**config.mk**
```make
export PLATFORM = sky130hd
export DESIGN_NAME = fpc_cfg_regs
export DESIGN_NICKNAME = d
export VERILOG_FILES = /design/src/hw/rtl/fpc_pkg.sv /design/src/hw/rtl/fpc_cfg_regs.sv
export SDC_FILE = /design/constraint.sdc
export NUM_CORES = 1
export LEC_CHECK = 0
export BUFFER_PORTS_ARGS = -buffer_cell sky130_fd_sc_hd__buf_2
export CORE_MARGIN = 5
export CORE_UTILIZATION = 44
export CTS_CLUSTER_SIZE = 12
export DETAILED_ROUTE_END_ITERATION = 12
export PLACE_DENSITY_LB_ADDON = 0.08
export SYNTH_ARGS = -nofsm -noshare
export SYNTH_HDL_FRONTEND = slang
export SYNTH_SLANG_ARGS = --single-unit
```
**constraint.sdc**
```tcl
create_clock -name clk_i -period 0.9 [get_ports clk_i]
set_clock_uncertainty 0.05 [all_clocks]
set_input_delay 0.18 -clock clk_i [delete_from_list [all_inputs] [get_ports clk_i]]
set_output_delay 0.18 -clock clk_i [all_outputs]
set_load 0.03 [all_outputs]
```
**src/hw/rtl/fpc_pkg.sv**
```systemverilog
// ----------------------------------------------------------------------------
// fpc_pkg
// Types and constants shared by the framebuffer present converter modules.
// ----------------------------------------------------------------------------
package fpc_pkg;

  // Field widths fixed by the interface.
  localparam int unsigned FMT_W      = 3;
  localparam int unsigned WID_W      = 11;
  localparam int unsigned HGT_W      = 10;
  localparam int unsigned PITCH_W    = 13;
  localparam int unsigned X_W        = 10;
  localparam int unsigned Y_W        = 10;
  localparam int unsigned COLOR_W    = 32;
  localparam int unsigned OFF_W      = 22;
  localparam int unsigned BYTES_W    = 3;
  localparam int unsigned CFG_IDX_W  = 2;
  localparam int unsigned CFG_DATA_W = 13;
  // Shadow index y * width + x is at most 1023 * 2047 + 1023 < 2**21.
  localparam int unsigned IDX_W      = 21;

  typedef enum logic [FMT_W-1:0] {
    FMT_VGA16  = 3'd0,
    FMT_RGB565 = 3'd1,
    FMT_RGB332 = 3'd2,
    FMT_RGB888 = 3'd3,
    FMT_XRGB32 = 3'd4
  } fpc_fmt_e;

  typedef enum logic [CFG_IDX_W-1:0] {
    CFG_FORMAT = 2'd0,
    CFG_WIDTH  = 2'd1,
    CFG_HEIGHT = 2'd2,
    CFG_PITCH  = 2'd3
  } fpc_cfg_reg_e;

  // Register values after reset.
  localparam logic [FMT_W-1:0]   RST_FORMAT = FMT_XRGB32;
  localparam logic [WID_W-1:0]   RST_WIDTH  = 11'd640;
  localparam logic [HGT_W-1:0]   RST_HEIGHT = 10'd480;
  localparam logic [PITCH_W-1:0] RST_PITCH  = 13'd2560;

  // Color conversion constants.
  localparam logic [COLOR_W-1:0] MASK_565_R = 32'h0000_F800;
  localparam logic [COLOR_W-1:0] MASK_565_G = 32'h0000_07E0;
  localparam logic [COLOR_W-1:0] MASK_565_B = 32'h0000_001F;
  localparam logic [7:0]         MASK_332_RG = 8'hE0;
  localparam logic [7:0]         MASK_332_B  = 8'hC0;
  localparam logic [7:0]         VGA_LO      = 8'd85;
  localparam logic [7:0]         VGA_HI      = 8'd170;
  localparam logic [COLOR_W-1:0] SHADOW_INIT = 32'hFFFF_FFFF;

  // Surface configuration as seen by the datapath, with width and height
  // already clamped to the shadow dimensions.
  typedef struct packed {
    logic [FMT_W-1:0]   fmt;
    logic [WID_W-1:0]   width;
    logic [HGT_W-1:0]   height;
    logic [PITCH_W-1:0] pitch;
  } fpc_cfg_t;

endpackage

```
**src/hw/rtl/fpc_cfg_regs.sv**
```systemverilog
// ----------------------------------------------------------------------------
// fpc_cfg_regs
// Configuration register file with clamping of the surface dimensions.
// ----------------------------------------------------------------------------
module fpc_cfg_regs
  import fpc_pkg::*;
#(
  parameter int unsigned MAX_WIDTH  = 1024,
  parameter int unsigned MAX_HEIGHT = 768
) (
  input  logic                  clk_i,
  input  logic                  rst_ni,
  input  logic                  cfg_we_i,
  input  logic [CFG_IDX_W-1:0]  cfg_idx_i,
  input  logic [CFG_DATA_W-1:0] cfg_data_i,
  output fpc_cfg_t              cfg_o
);

  logic [FMT_W-1:0]   fmt_q,    fmt_d;
  logic [WID_W-1:0]   width_q,  width_d;
  logic [HGT_W-1:0]   height_q, height_d;
  logic [PITCH_W-1:0] pitch_q,  pitch_d;

  always_comb begin
    fmt_d    = fmt_q;
    width_d  = width_q;
    height_d = height_q;
    pitch_d  = pitch_q;
    if (cfg_we_i) begin
      case (cfg_idx_i)
        CFG_FORMAT: fmt_d    = cfg_data_i[FMT_W-1:0];
        CFG_WIDTH:  width_d  = cfg_data_i[WID_W-1:0];
        CFG_HEIGHT: height_d = cfg_data_i[HGT_W-1:0];
        CFG_PITCH:  pitch_d  = cfg_data_i[PITCH_W-1:0];
        default: begin
        end
      endcase
    end
  end

  always_ff @(posedge clk_i or negedge rst_ni) begin
    if (!rst_ni) begin
      fmt_q    <= RST_FORMAT;
      width_q  <= RST_WIDTH;
      height_q <= RST_HEIGHT;
      pitch_q  <= RST_PITCH;
    end else begin
      fmt_q    <= fmt_d;
      width_q  <= width_d;
      height_q <= height_d;
      pitch_q  <= pitch_d;
    end
  end

  // A dimension beyond the shadow is taken as the shadow's own size, so the
  // clamped value always fits the register width when the clamp applies.
  always_comb begin
    cfg_o.fmt    = fmt_q;
    cfg_o.pitch  = pitch_q;
    cfg_o.width  = (32'(width_q) > MAX_WIDTH) ? WID_W'(MAX_WIDTH) : width_q;
    cfg_o.height = (32'(height_q) > MAX_HEIGHT) ? HGT_W'(MAX_HEIGHT) : height_q;
  end

endmodule

```
==> results.sh <==
export IMPL_run_status="finished with violations"
export IMPL_violations="negative setup slack"
export IMPL_placedCellCount=204
export IMPL_worst_ir_drop_vdd_mv=1.42
export IMPL_met1_length_um=1370
export IMPL_avgViaCountPerCell=4.85
export IMPL_tritoncts_num_buffers=5
export IMPL_grt_pass1_vias=1100
export IMPL_timing_fmax_mhz=666
export IMPL_rsz0062_at_grt="yes"
export IMPL_pwr_density_cell_nw_per_um2=2330
export IMPL_drt_iter0_markers=20
export IMPL_worstMarginPinSlew_ps=257
export IMPL_diodes=0
export IMPL_detailroute_wirelength_met3_um=228
export IMPL_cts_root_buf="sky130_fd_sc_hd__clkbuf_4"
export IMPL_detailroute_via_count=1037
export IMPL_worstSetupEndpointType="output pin"
export IMPL_drt_pass1_iterations=4
export IMPL_grt_max_degree=38
export IMPL_r2r_setup_slack_ps=-170
export IMPL_die_w_um=69.0
export IMPL_cp_required_ps=670
export IMPL_cts_num_sinks=37
export IMPL_worst_r2r_endpoint="height_q[9]$_DFFE_PN0P_"
export IMPL_fillerInstances=258
export IMPL_grt_pass1_wl_um=5380
export IMPL_timing_final_crit_period_ps=1500
export IMPL_post_cts_clock_slew_at_the_launch_and_capture_registers_of_the_worst_setup_and_hold_paths_ps=100
export IMPL_wl_met2_um=1690
export IMPL_hpwlAfterDp_um=2310
export IMPL_ctsHtreeMaxLevel=2
export IMPL_syn_mean_instance_area_um2=14.7
export IMPL_postRouteAntennaNets=0
export IMPL_setup_ws_ps=-602
export IMPL_flow_area_growth_from_synthesis_pct=56.9
export IMPL_coreArea_um2=3360
export IMPL_port_buffer_count=54
export IMPL_worst_setup_path_start_kind="register"
export IMPL_wl_um=3330
export IMPL_worst_r2r_startpoint="height_q[9]$_DFFE_PN0P_"
export IMPL_row_count=21
export IMPL_timing_max_cap_violations=0
export IMPL_antenna_violations_before_repair=0
export IMPL_whs_ps=28.0
export IMPL_syn_area_um2=1530
export IMPL_clock_path_buffers=2
export IMPL_static_leakage_power_uw=0.00110
export IMPL_layout_worst_path_cycle_share_pct=167
export IMPL_syn_inst=104
export IMPL_timing_critical_path_from="height_q[8]$_DFFE_PN1P_"
export IMPL_yosys_warnings=0
export IMPL_synth_ff_latch_count=37
export IMPL_grt_use_total_pct=16.4
export IMPL_slew_headroom_pct=82.8
export IMPL_initial_utilization_pct=45.5
export IMPL_floorplan_die_area_um2=4760
export IMPL_crit_type="reg -> out"
export IMPL_rr_worst_depth=3
export IMPL_synth_sequential_area_ratio_pct=61.2
export IMPL_finalMaxSlewViolations=0
export IMPL_global_route_overflow_total=0
export IMPL_hold_path_class="in -> reg"
export IMPL_drt_drc_violations_left=0
export IMPL_nNetsFinal=185
export IMPL_mappedNetlistNets=122
export IMPL_chipHeight_um=69.0
export IMPL_wl_per_cell_um=15.5
export IMPL_layout_cells_non_filler=214
export IMPL_setup_viol=40
export IMPL_utilization_pct=71.4
export IMPL_num_io_pins=55
export IMPL_synth_cell_type_count=12
export IMPL_cp_arrival_ps=1270
export IMPL_final_setup_tns_ps=-15240
export IMPL_routabilityCongestion=0.673
export IMPL_tritoncts="yes"
export IMPL_post_route_cells_drive_above_1_share_pct=88.1
export IMPL_report_final_hold_viol_count=0
export IMPL_highest_signal_layer="met4"
export IMPL_timing_critical_path_fanout_max=8
export IMPL_insertion_delay_ps=330
export IMPL_worst_setup_path_endpoint="cfg_o[15]"
==> synth_stat cells (all sizes together) <==
library cell,count,area (um^2)
nand2,1,3.75
nand3,1,5.00
clkbuf,4,15.0
dfstp,9,236
and2,8,50.1
nor2b,10,62.6
dfrtp,28,701
nor3b,1,7.51
nand3b,2,15.0
buf,3,17.5
mux2,37,417
==> metrics by stage <==
| stage | total power, uW | setup WS (ps) | cell area (um^2) |
|---|---|---|---|
| after floorplan | 3690 | -133 | 1730 |
| after global placement | 4180 | -257 | 2080 |
| after detailed placement | 4230 | -314 | 2080 |
| after CTS | 5660 | -613 | 2400 |
| after global routing | 5900 | -679 | 2400 |
| final | 5600 | -602 | 2400 |
==> state kept, by name (all words and copies together), names as in the netlist <==
register and count:
fmt_q 3, height_q 10, pitch_q 13, width_q 11
==> power by group <==
part           switching (uW)  internal [uW]
sequential                198           2050
clock                     513            386
combinational            1190           1270
total                    1900           3710
==> critical path, stage by stage, from the launching register on <==
cell                      delay (ps)
sky130_fd_sc_hd__dfstp_2         570
sky130_fd_sc_hd__nand2_4          80
sky130_fd_sc_hd__and2_4          150
sky130_fd_sc_hd__buf_6           130
==> cells by family after synthesis <==
logic type	Yosys count	share of synthesized area [%]
buffers and inverters	7	2.13
AND/OR/NAND/NOR	23	9.40
flip-flops	37	61.2
multiplexers	37	27.2
==> metal layers <==
metal,GRT usage [%],vias up
li1,-,482
met1,19.0,518
met2,27.3,33
met3,6.65,4
met4,5.84,0
met5,0,-
==> timing repair <==
| item | in CTS | in global routing |
|---|---|---|
| setup buffers | 1 | 0 |
| endpoints found under the setup margin | 40 | 40 |
| resized for setup | 78 | 0 |
| pin swaps | 0 | 0 |
| hold buffers | 1 | 0 |
| endpoints found under the hold margin | 37 | 0 |
==> worst min path at each step <==
stage              startpoint                       to  slack [ps]  cells past startpoint
2_1_floorplan          rst_ni     fmt_q[0]$_DFFE_PN0P_        -170                      0
3_3_place_gp           rst_ni   width_q[8]$_DFFE_PN0P_         110                      2
3_5_place_dp           rst_ni   pitch_q[8]$_DFFE_PN0P_         110                      2
4_1_cts        cfg_data_i[12]  pitch_q[12]$_DFFE_PN0P_          10                      2
5_1_grt        cfg_data_i[11]  pitch_q[11]$_DFFE_PN1P_          10                      2
6_report       cfg_data_i[11]  pitch_q[11]$_DFFE_PN1P_          30                      2
==> cell usage in the layout (no fill, tap or decap) <==
cell type	Yosys	layout
sky130_fd_sc_hd__clkbuf_8	0	1
sky130_fd_sc_hd__buf_12	0	4
sky130_fd_sc_hd__dfrtp_1	28	15
sky130_fd_sc_hd__dlygate4sd3_1	0	1
sky130_fd_sc_hd__dfstp_2	9	9
sky130_fd_sc_hd__buf_6	0	39
sky130_fd_sc_hd__nor2b_4	0	10
sky130_fd_sc_hd__nand3b_1	2	2
sky130_fd_sc_hd__and2_4	0	8
sky130_fd_sc_hd__mux2_2	37	33
sky130_fd_sc_hd__dfrtp_2	0	13
sky130_fd_sc_hd__buf_2	2	17
sky130_fd_sc_hd__buf_4	1	2
sky130_fd_sc_hd__clkbuf_1	4	2
sky130_fd_sc_hd__nand3_4	0	1
sky130_fd_sc_hd__nand2_4	0	1
sky130_fd_sc_hd__mux2_4	0	4
sky130_fd_sc_hd__nor3b_4	0	1
sky130_fd_sc_hd__clkbuf_4	0	5
==> layout make-up <==
cell class | instances | area (um^2) | area share, %
sequential | 37 | 953 | 39.7
multi-input combinational | 60 | 702 | 29.2
timing repair buffer | 63 | 629 | 26.2
clock buffer | 8 | 58.8 | 2.45
tap | 46 | 57.6 | 2.40
No activity file was read; power rests on OpenSTA's default activity.
