==> src/hw/rtl/fpc_pkg.sv <==
// ----------------------------------------------------------------------------
// fpc_pkg
// Types and constants shared by the framebuffer present converter modules.
// ----------------------------------------------------------------------------
package fpc_pkg;

  // Field widths fixed by the interface.
  localparam int unsigned FMT_W      = 3;
  localparam int unsigned WID_W      = 11;
  localparam int unsigned HGT_W      = 10;
  localparam int unsigned PITCH_W    = 13;
  localparam int unsigned X_W        = 10;
  localparam int unsigned Y_W        = 10;
  localparam int unsigned COLOR_W    = 32;
  localparam int unsigned OFF_W      = 22;
  localparam int unsigned BYTES_W    = 3;
  localparam int unsigned CFG_IDX_W  = 2;
  localparam int unsigned CFG_DATA_W = 13;
  // Shadow index y * width + x is at most 1023 * 2047 + 1023 < 2**21.
  localparam int unsigned IDX_W      = 21;

  typedef enum logic [FMT_W-1:0] {
    FMT_VGA16  = 3'd0,
    FMT_RGB565 = 3'd1,
    FMT_RGB332 = 3'd2,
    FMT_RGB888 = 3'd3,
    FMT_XRGB32 = 3'd4
  } fpc_fmt_e;

  typedef enum logic [CFG_IDX_W-1:0] {
    CFG_FORMAT = 2'd0,
    CFG_WIDTH  = 2'd1,
    CFG_HEIGHT = 2'd2,
    CFG_PITCH  = 2'd3
  } fpc_cfg_reg_e;

  // Register values after reset.
  localparam logic [FMT_W-1:0]   RST_FORMAT = FMT_XRGB32;
  localparam logic [WID_W-1:0]   RST_WIDTH  = 11'd640;
  localparam logic [HGT_W-1:0]   RST_HEIGHT = 10'd480;
  localparam logic [PITCH_W-1:0] RST_PITCH  = 13'd2560;

  // Color conversion constants.
  localparam logic [COLOR_W-1:0] MASK_565_R = 32'h0000_F800;
  localparam logic [COLOR_W-1:0] MASK_565_G = 32'h0000_07E0;
  localparam logic [COLOR_W-1:0] MASK_565_B = 32'h0000_001F;
  localparam logic [7:0]         MASK_332_RG = 8'hE0;
  localparam logic [7:0]         MASK_332_B  = 8'hC0;
  localparam logic [7:0]         VGA_LO      = 8'd85;
  localparam logic [7:0]         VGA_HI      = 8'd170;
  localparam logic [COLOR_W-1:0] SHADOW_INIT = 32'hFFFF_FFFF;

  // Surface configuration as seen by the datapath, with width and height
  // already clamped to the shadow dimensions.
  typedef struct packed {
    logic [FMT_W-1:0]   fmt;
    logic [WID_W-1:0]   width;
    logic [HGT_W-1:0]   height;
    logic [PITCH_W-1:0] pitch;
  } fpc_cfg_t;

endpackage

==> src/hw/rtl/fpc_pixel_pack.sv <==
// ----------------------------------------------------------------------------
// fpc_pixel_pack
// Converts a 32-bit xRGB color into the selected framebuffer pixel format.
// ----------------------------------------------------------------------------
module fpc_pixel_pack
  import fpc_pkg::*;
(
  input  logic [FMT_W-1:0]   fmt_i,
  input  logic [COLOR_W-1:0] color_i,
  output logic [COLOR_W-1:0] data_o,
  output logic [BYTES_W-1:0] bytes_o,
  output logic               fmt_ok_o
);

  logic [7:0]         red, green, blue;
  logic [3:0]         vga_idx;
  logic [COLOR_W-1:0] rgb565;
  logic [7:0]         rgb332;

  assign red   = color_i[23:16];
  assign green = color_i[15:8];
  assign blue  = color_i[7:0];

  always_comb begin
    vga_idx[2] = red > VGA_LO;
    vga_idx[1] = green > VGA_LO;
    vga_idx[0] = blue > VGA_LO;
    vga_idx[3] = (red > VGA_HI) || (green > VGA_HI) || (blue > VGA_HI);
  end

  assign rgb565 = ((color_i >> 8) & MASK_565_R) | ((color_i >> 5) & MASK_565_G)
                | ((color_i >> 3) & MASK_565_B);
  assign rgb332 = (red & MASK_332_RG) | ((green & MASK_332_RG) >> 3)
                | ((blue & MASK_332_B) >> 6);

  always_comb begin
    data_o   = '0;
    bytes_o  = '0;
    fmt_ok_o = 1'b1;
    case (fmt_i)
      FMT_VGA16: begin
        data_o  = {28'd0, vga_idx};
        bytes_o = 3'd1;
      end
      FMT_RGB565: begin
        data_o  = rgb565;
        bytes_o = 3'd2;
      end
      FMT_RGB332: begin
        data_o  = {24'd0, rgb332};
        bytes_o = 3'd1;
      end
      FMT_RGB888: begin
        data_o  = {8'd0, color_i[23:0]};
        bytes_o = 3'd3;
      end
      FMT_XRGB32: begin
        data_o  = color_i;
        bytes_o = 3'd4;
      end
      default: begin
        fmt_ok_o = 1'b0;
      end
    endcase
  end

endmodule

==> config.mk <==
export PLATFORM = sky130hd
export DESIGN_NAME = fpc_pixel_pack
export DESIGN_NICKNAME = d
export VERILOG_FILES = /design/src/hw/rtl/fpc_pkg.sv /design/src/hw/rtl/fpc_pixel_pack.sv
export SDC_FILE = /design/constraint.sdc
export NUM_CORES = 1
export LEC_CHECK = 0
export BUFFER_PORTS_ARGS = -buffer_cell sky130_fd_sc_hd__buf_2
export CAP_MARGIN = 20
export CORE_MARGIN = 1.5
export CORE_UTILIZATION = 25
export DETAILED_ROUTE_END_ITERATION = 10
export PLACE_DENSITY = 0.54
export SETUP_SLACK_MARGIN = 0.02
export SLEW_MARGIN = 20
export SYNTH_ARGS = -nofsm -noshare
export SYNTH_HDL_FRONTEND = slang
export SYNTH_SLANG_ARGS = --single-unit
==> constraint.sdc <==
create_clock -name vclk -period 2.53
set_clock_uncertainty 0.2 [all_clocks]
set_input_delay 0.3795 -clock vclk [all_inputs]
set_output_delay 0.3795 -clock vclk [all_outputs]
set_load 0.03 [all_outputs]
==> results of run 1 <==
-- worst min-delay path: cells and delay by family --
family | cells | cell delay (ns)
buf+inv | 2 | 0.25
simple gates | 1 | 0.09
-- cells in the mapped netlist --
| cell | instances |
|---|---|
| mux2_2 | 4 |
| mux2i_1 | 8 |
| a311o_1 | 1 |
| a211oi_1 | 2 |
| nand3_1 | 1 |
| nand2b_1 | 4 |
| nor3b_4 | 1 |
| a21o_1 | 7 |
| a31oi_1 | 1 |
| nand3b_1 | 2 |
| nor2_1 | 4 |
| and4bb_2 | 1 |
| buf_4 | 2 |
| or2_0 | 1 |
| a32o_1 | 1 |
| nor3_1 | 1 |
| a311oi_1 | 1 |
| buf_2 | 4 |
| o221ai_1 | 3 |
| nand4b_1 | 1 |
| nor4_1 | 1 |
| nand2_1 | 18 |
| clkbuf_1 | 2 |
| a21oi_1 | 9 |
| o21ai_0 | 15 |
| and2_1 | 16 |
| o21bai_2 | 1 |
| a221oi_2 | 1 |
| o32ai_1 | 1 |
| or3_1 | 1 |
| a22oi_1 | 5 |
| inv_1 | 4 |
| nor3b_1 | 2 |
| nor2b_1 | 1 |
| and4bb_1 | 1 |
-- final cells by class --
type               instances  share of cell area
well taps                 44              0.0454
multi-input cells        116               0.637
repair buffers            73               0.305
inverters                  4              0.0124
-- stage by stage --
stage | util | power [mW] | setup WS [ns]
2_1_floorplan | - | 0.160 | 0.310
3_3_place_gp | 0.391 | 0.253 | 0.338
3_5_place_dp | 0.391 | 0.252 | 0.343
4_1_cts | 0.391 | 0.253 | 0.347
5_1_grt | 0.391 | 0.273 | 0.218
6_report | 0.391 | 0.251 | 0.335
-- worst paths after layout --
path | from | end | slack, ns | cells past startpoint
max | fmt_i[0] | data_o[0] | 0.34 | 5
min | color_i[29] | data_o[29] | 0.91 | 3
-- where the power goes --
group,total (mW),leakage [nW],internal [mW],switching (mW)
Clock,0,0,0,0
Combinational,0.251,0.647,0.0908,0.160
Sequential,0,0,0,0
-- routing by layer --
metal,track usage,routed length [um]
met2,0.258,1380
met4,0,0
met3,0.00426,222
met1,0.239,1380
met5,0,0
-- kinds of logic after synthesis --
family / share of synthesized area
buf+inv: 0.0694
simple gates: 0.392
mux: 0.151
compound gates: 0.388
==> key figures, run 1 <==
Outcome
  • Status: completed

Global route
  • First-pass GRT wire length: 4.51 mm
  • Antenna violations before repair: 0
  • Vias in the first global route: 935
  • Grt ovf: 0
  • All-layer global routing usage: 0.155
  • Pin count of the biggest net entering global routing: 25

Synthesis
  • Top cell type's share of synthesized area: 0.121
  • Unique masters post-synth: 35
  • Mean post-synth cell area: 6.48 um^2
  • Gate count of the mapped netlist: 128
  • Yosys warns: 0
  • Sequential area share after synthesis: 0
  • Synth area leader: and2_1
  • Top post-synthesis cells by area: and2_1 (12%), mux2i_1 (9.7%), o21ai_0 (9.0%)
  • Syn Std Cell Area: 830 um^2
  • Syn nets: 163

Placed design
  • Post-Place Cell Area: 1210 um^2
  • Routability Congestion: 0.773
  • Port Buffers: 71
  • DP Cell Count: 237
  • Post-DP HPWL: 2.35 mm

Drt
  • Remaining DRCs: 0
  • Wire per inst: 12.6 um
  • Initial DRT Pass Iterations: 4
  • DRT iter0 DRCs: 42
  • Post-route ant nets: 0
  • Vias/cell: 4.89
  • WL final: 2.98 mm
  • DR vias: 1160

Setup path
  • CP Buf/Inv Count: 2
  • Worst Path Arrival: 1.62 ns
  • Critical-path top delay cell: nor2b_1
  • Worst setup SP type: input pin
  • Critical Path, Cell by Cell: buf_2, nor2b_1, a22oi_1, o221ai_1, buf_2
  • Cell family with most CP delay: buffers and inverters
  • Max stage delay on crit path: 0.36 ns
  • CP max FO: 20
  • CP required: 1.95 ns
  • Crit path capture type: primary output
  • CP most frequent cell: buf_2
  • WS Path Type: in2out

Min path
  • Worst min path class: in2out

Cells and area
  • Inserted Diodes: 0
  • CLK BUF: 0
  • Area Overhead vs Synth: 46.2%
  • Non-filler cells, final: 237
  • Final net count: 230
  • Commonest non-fill, non-tap cell in the layout: buf_2
  • Share of cells above drive strength 1: 0.420
  • Num sequential: 0
  • Post-route cell area: 1210 um^2
  • Multi-input gate area: 772 um^2
  • FILL cells: 366
  • Most frequent cells in the layout: buf_2 (71), nand2_1 (18), and2_1 (16)
  • Reg area: 0 um^2

CTS
  • Total setup buffers inserted after CTS: 0
  • Post-CTS Hold Fix Bufs: 0
  • Post-CTS sizing: 0

Power
  • PD cells: 207 nW/um^2
  • Static Leak: 0.647 nW
  • VDD IR max: 0.0910 mV

Timing
  • Hold Vio Cnt, Final: 0
  • Fmax: 0.456 GHz
  • Fin. max-slew vios: 0
  • Final worst-path cycle share: 0.867
  • Final number of setup-violating endpoints: 0
  • Slew Limit Headroom: 0.777
  • Fin Hold WS: 0.907 ns
  • Final setup TNS: 0 ns
  • Tightest Pin Transition: 0.335 ns
  • Final min period: 2.19 ns
  • RSZ-0062 raised after global routing: false

Die
  • Die ar.: 3670 um^2
  • Die Span X: 60.6 um
  • Core ar.: 3100 um^2
  • FP Rows: 20
  • # IOs: 71
  • Die height: 60.6 um
  • Initial Util: 0.267

Flow run
  • Max Cap Viol: 0
(Power assumes the default switching activity.)
==> run 2, diff against run 1 <==
--- a/config.mk
+++ b/config.mk
@@ -7,10 +7,12 @@
 export LEC_CHECK = 0
 export BUFFER_PORTS_ARGS = -buffer_cell sky130_fd_sc_hd__buf_2
 export CAP_MARGIN = 20
+export CELL_PAD_IN_SITES_DETAIL_PLACEMENT = 0
+export CELL_PAD_IN_SITES_GLOBAL_PLACEMENT = 2
 export CORE_MARGIN = 1.5
-export CORE_UTILIZATION = 25
+export CORE_UTILIZATION = 18
 export DETAILED_ROUTE_END_ITERATION = 10
-export PLACE_DENSITY = 0.54
+export PLACE_DENSITY = 0.8
 export SETUP_SLACK_MARGIN = 0.02
 export SLEW_MARGIN = 20
 export SYNTH_ARGS = -nofsm -noshare
==> constraint.sdc (replaced) <==
create_clock -name vclk -period 2.35
set_clock_uncertainty 0.2 [all_clocks]
set_input_delay 0.3525 -clock vclk [all_inputs]
set_output_delay 0.3525 -clock vclk [all_outputs]
set_load 0.03 [all_outputs]
==> run 2 against run 1 <==
Worst setup slack got worse by 0.15 ns. Critical endpoint unchanged. Critical path type unchanged. First-iteration DRC count increased by 79%. Core utilization decreased by 11 points. Critical path depth unchanged. Final cell count increased by 3.8%. Combinational power increased by 10%. Total power increased by 9.7%.
==> key figures, run 2 (synthesized netlist as in run 1, its figures left out) <==
Outcome
  • Status: completed (unchanged)

Setup path
  • CP Buf/Inv Count: 2 (unchanged)
  • Crit path depth: 5 (unchanged)
  • WS Path Type: in2out (unchanged)
  • CP most frequent cell: buf_2 (unchanged)
  • Crit path capture type: primary output (unchanged)
  • Worst Setup EP: data_o[0] (unchanged)
  • Cell family with most CP delay: buffers and inverters (unchanged)
  • Critical-path top delay cell: nor2b_1 (unchanged)
  • Worst Path Arrival: 1.61 ns (was 1.62 ns)
  • Max stage delay on crit path: 0.38 ns (was 0.36 ns)
  • CP max FO: 20 (unchanged)
  • CP required: 1.80 ns (was 1.95 ns)
  • Critical Path, Cell by Cell: buf_2, nor2b_1, a22oi_1, o221ai_1, buf_2 (unchanged)
  • Worst setup path startpoint: fmt_i[0] (unchanged)
  • Worst setup SP type: input pin (unchanged)

Timing
  • RSZ-0062 raised after global routing: false (unchanged)
  • Final min period: 2.16 ns
  • Fin. max-slew vios: 0 (unchanged)
  • Final number of setup-violating endpoints: 0 (unchanged)
  • Hold Vio Cnt, Final: 0 (unchanged)
  • Setup ws final: 0.187 ns (was 0.335 ns)
  • Fmax: 0.462 GHz
  • Final setup TNS: 0 ns (unchanged)
  • Final worst-path cycle share: 0.920
  • Slew Limit Headroom: 0.759 (was 0.777)
  • Tightest Pin Transition: 0.361 ns (was 0.335 ns)
  • Fin Hold WS: 0.854 ns (was 0.907 ns)

Placed design
  • Post-DP HPWL: 2.54 mm (was 2.35 mm)
  • Routability Congestion: 0.785 (was 0.773)
  • Port Buffers: 71 (unchanged)
  • Placement Setup Slack: 0.171 ns (was 0.343 ns)
  • DP Cell Count: 246 (was 237)

Cells and area
  • Non-filler cells, final: 246 (was 237)
  • CLK BUF: 0 (unchanged)
  • FILL cells: 505 (was 366)
  • Final net count: 231 (was 230)
  • Num sequential: 0 (unchanged)
  • Area Overhead vs Synth: 48.3% (was 46.2%)
  • Most frequent cells in the layout: buf_2 (71), nand2_1 (18), and2_1 (16) (unchanged)
  • Commonest non-fill, non-tap cell in the layout: buf_2 (unchanged)
  • Share of cells above drive strength 1: 0.423 (was 0.420)
  • Inserted Diodes: 0 (unchanged)
  • Reg area: 0 um^2 (unchanged)
  • Multi-input gate area: 772 um^2 (unchanged)

Drt
  • Wire per inst: 13.4 um (was 12.6 um)
  • DRT iter0 DRCs: 75 (was 42)
  • Initial DRT Pass Iterations: 4 (unchanged)
  • Post-route ant nets: 0 (unchanged)
  • Remaining DRCs: 0 (unchanged)
  • WL final: 3.30 mm (was 2.98 mm)
  • DR vias: 1190 (was 1160)
  • Vias/cell: 4.84 (was 4.89)

Global route
  • Vias in the first global route: 1087 (was 935)
  • Grt ovf: 0 (unchanged)
  • First-pass GRT wire length: 5.35 mm (was 4.51 mm)
  • All-layer global routing usage: 0.125 (was 0.155)
  • Pin count of the biggest net entering global routing: 25 (unchanged)
  • Antenna violations before repair: 0 (unchanged)

CTS
  • Post-CTS Hold Fix Bufs: 0 (unchanged)
  • Post-CTS sizing: 0 (unchanged)
  • Total setup buffers inserted after CTS: 0 (unchanged)

Die
  • Initial Util: 0.189 (was 0.267)
  • Die height: 70.9 um (was 60.6 um)
  • FP Rows: 24 (was 20)
  • Core ar.: 4380 um^2 (was 3100 um^2)
  • Die ar.: 5020 um^2 (was 3670 um^2)
  • # IOs: 71 (unchanged)
  • Die Span X: 70.9 um (was 60.6 um)

Power
  • PD cells: 224 nW/um^2 (was 207 nW/um^2)
  • VDD IR max: 0.0638 mV (was 0.0910 mV)
  • Static Leak: 0.652 nW (was 0.647 nW)

Min path
  • Worst min path class: in2out (unchanged)

Flow run
  • Max Cap Viol: 0 (unchanged)
-- run 2: cell types whose count changed in the layout (fill, tap and decap cells not counted) --
cell | previous run | this run
buf_4 | 2 | 3
-- run 2: stage by stage --
step / total power [mW] / utilization / area [um^2]
3_3_place_gp: 0.277 / 0.281 / 1230
5_1_grt: 0.300 / 0.281 / 1230
3_5_place_dp: 0.277 / 0.281 / 1230
2_1_floorplan: 0.173 / - / 830
6_report: 0.276 / 0.281 / 1230
4_1_cts: 0.278 / 0.281 / 1230
-- run 2: cell type report --
class	count	share of cell area
Timing Repair Buffer	74	0.307
Multi-Input combinational cell	116	0.628
Inverter	4	0.0122
Tap cell	52	0.0529
-- run 2: layer usage --
metal / wire [um] / vias up / global-route usage / part of all wire
li1: - / 609 / - / -
met1: 1550 / 530 / 0.184 / 0.47
met2: 1490 / 49 / 0.200 / 0.45
met3: 252 / 2 / 0.0171 / 0.076
met4: 15 / 0 / 0.0126 / 0.0045
met5: 0 / - / 0 / 0
-- run 2: report_power, final --
| group | leakage, nW | switching [mW] | internal (mW) |
|---|---|---|---|
| clock network | 0 | 0 | 0 |
| logic | 0.652 | 0.176 | 0.0991 |
| registers | 0 | 0 | 0 |
-- run 2: worst min path at each step --
stage | start | depth (start not counted) | endpoint | slack [ns]
after CTS | color_i[24] | 3 | data_o[24] | 0.86
after global placement | color_i[30] | 3 | data_o[30] | 0.86
after detailed placement | color_i[24] | 3 | data_o[24] | 0.86
final | color_i[25] | 3 | data_o[25] | 0.85
after global routing | color_i[30] | 3 | data_o[30] | 0.86
after floorplan | color_i[16] | 1 | data_o[16] | 0.72
-- run 2: tightest hold or removal path, delay by kind of cell --
| family | cells | cell delay (ns) |
|---|---|---|
| and+or+nand+nor | 1 | 0.10 |
| buffers and inverters | 2 | 0.25 |
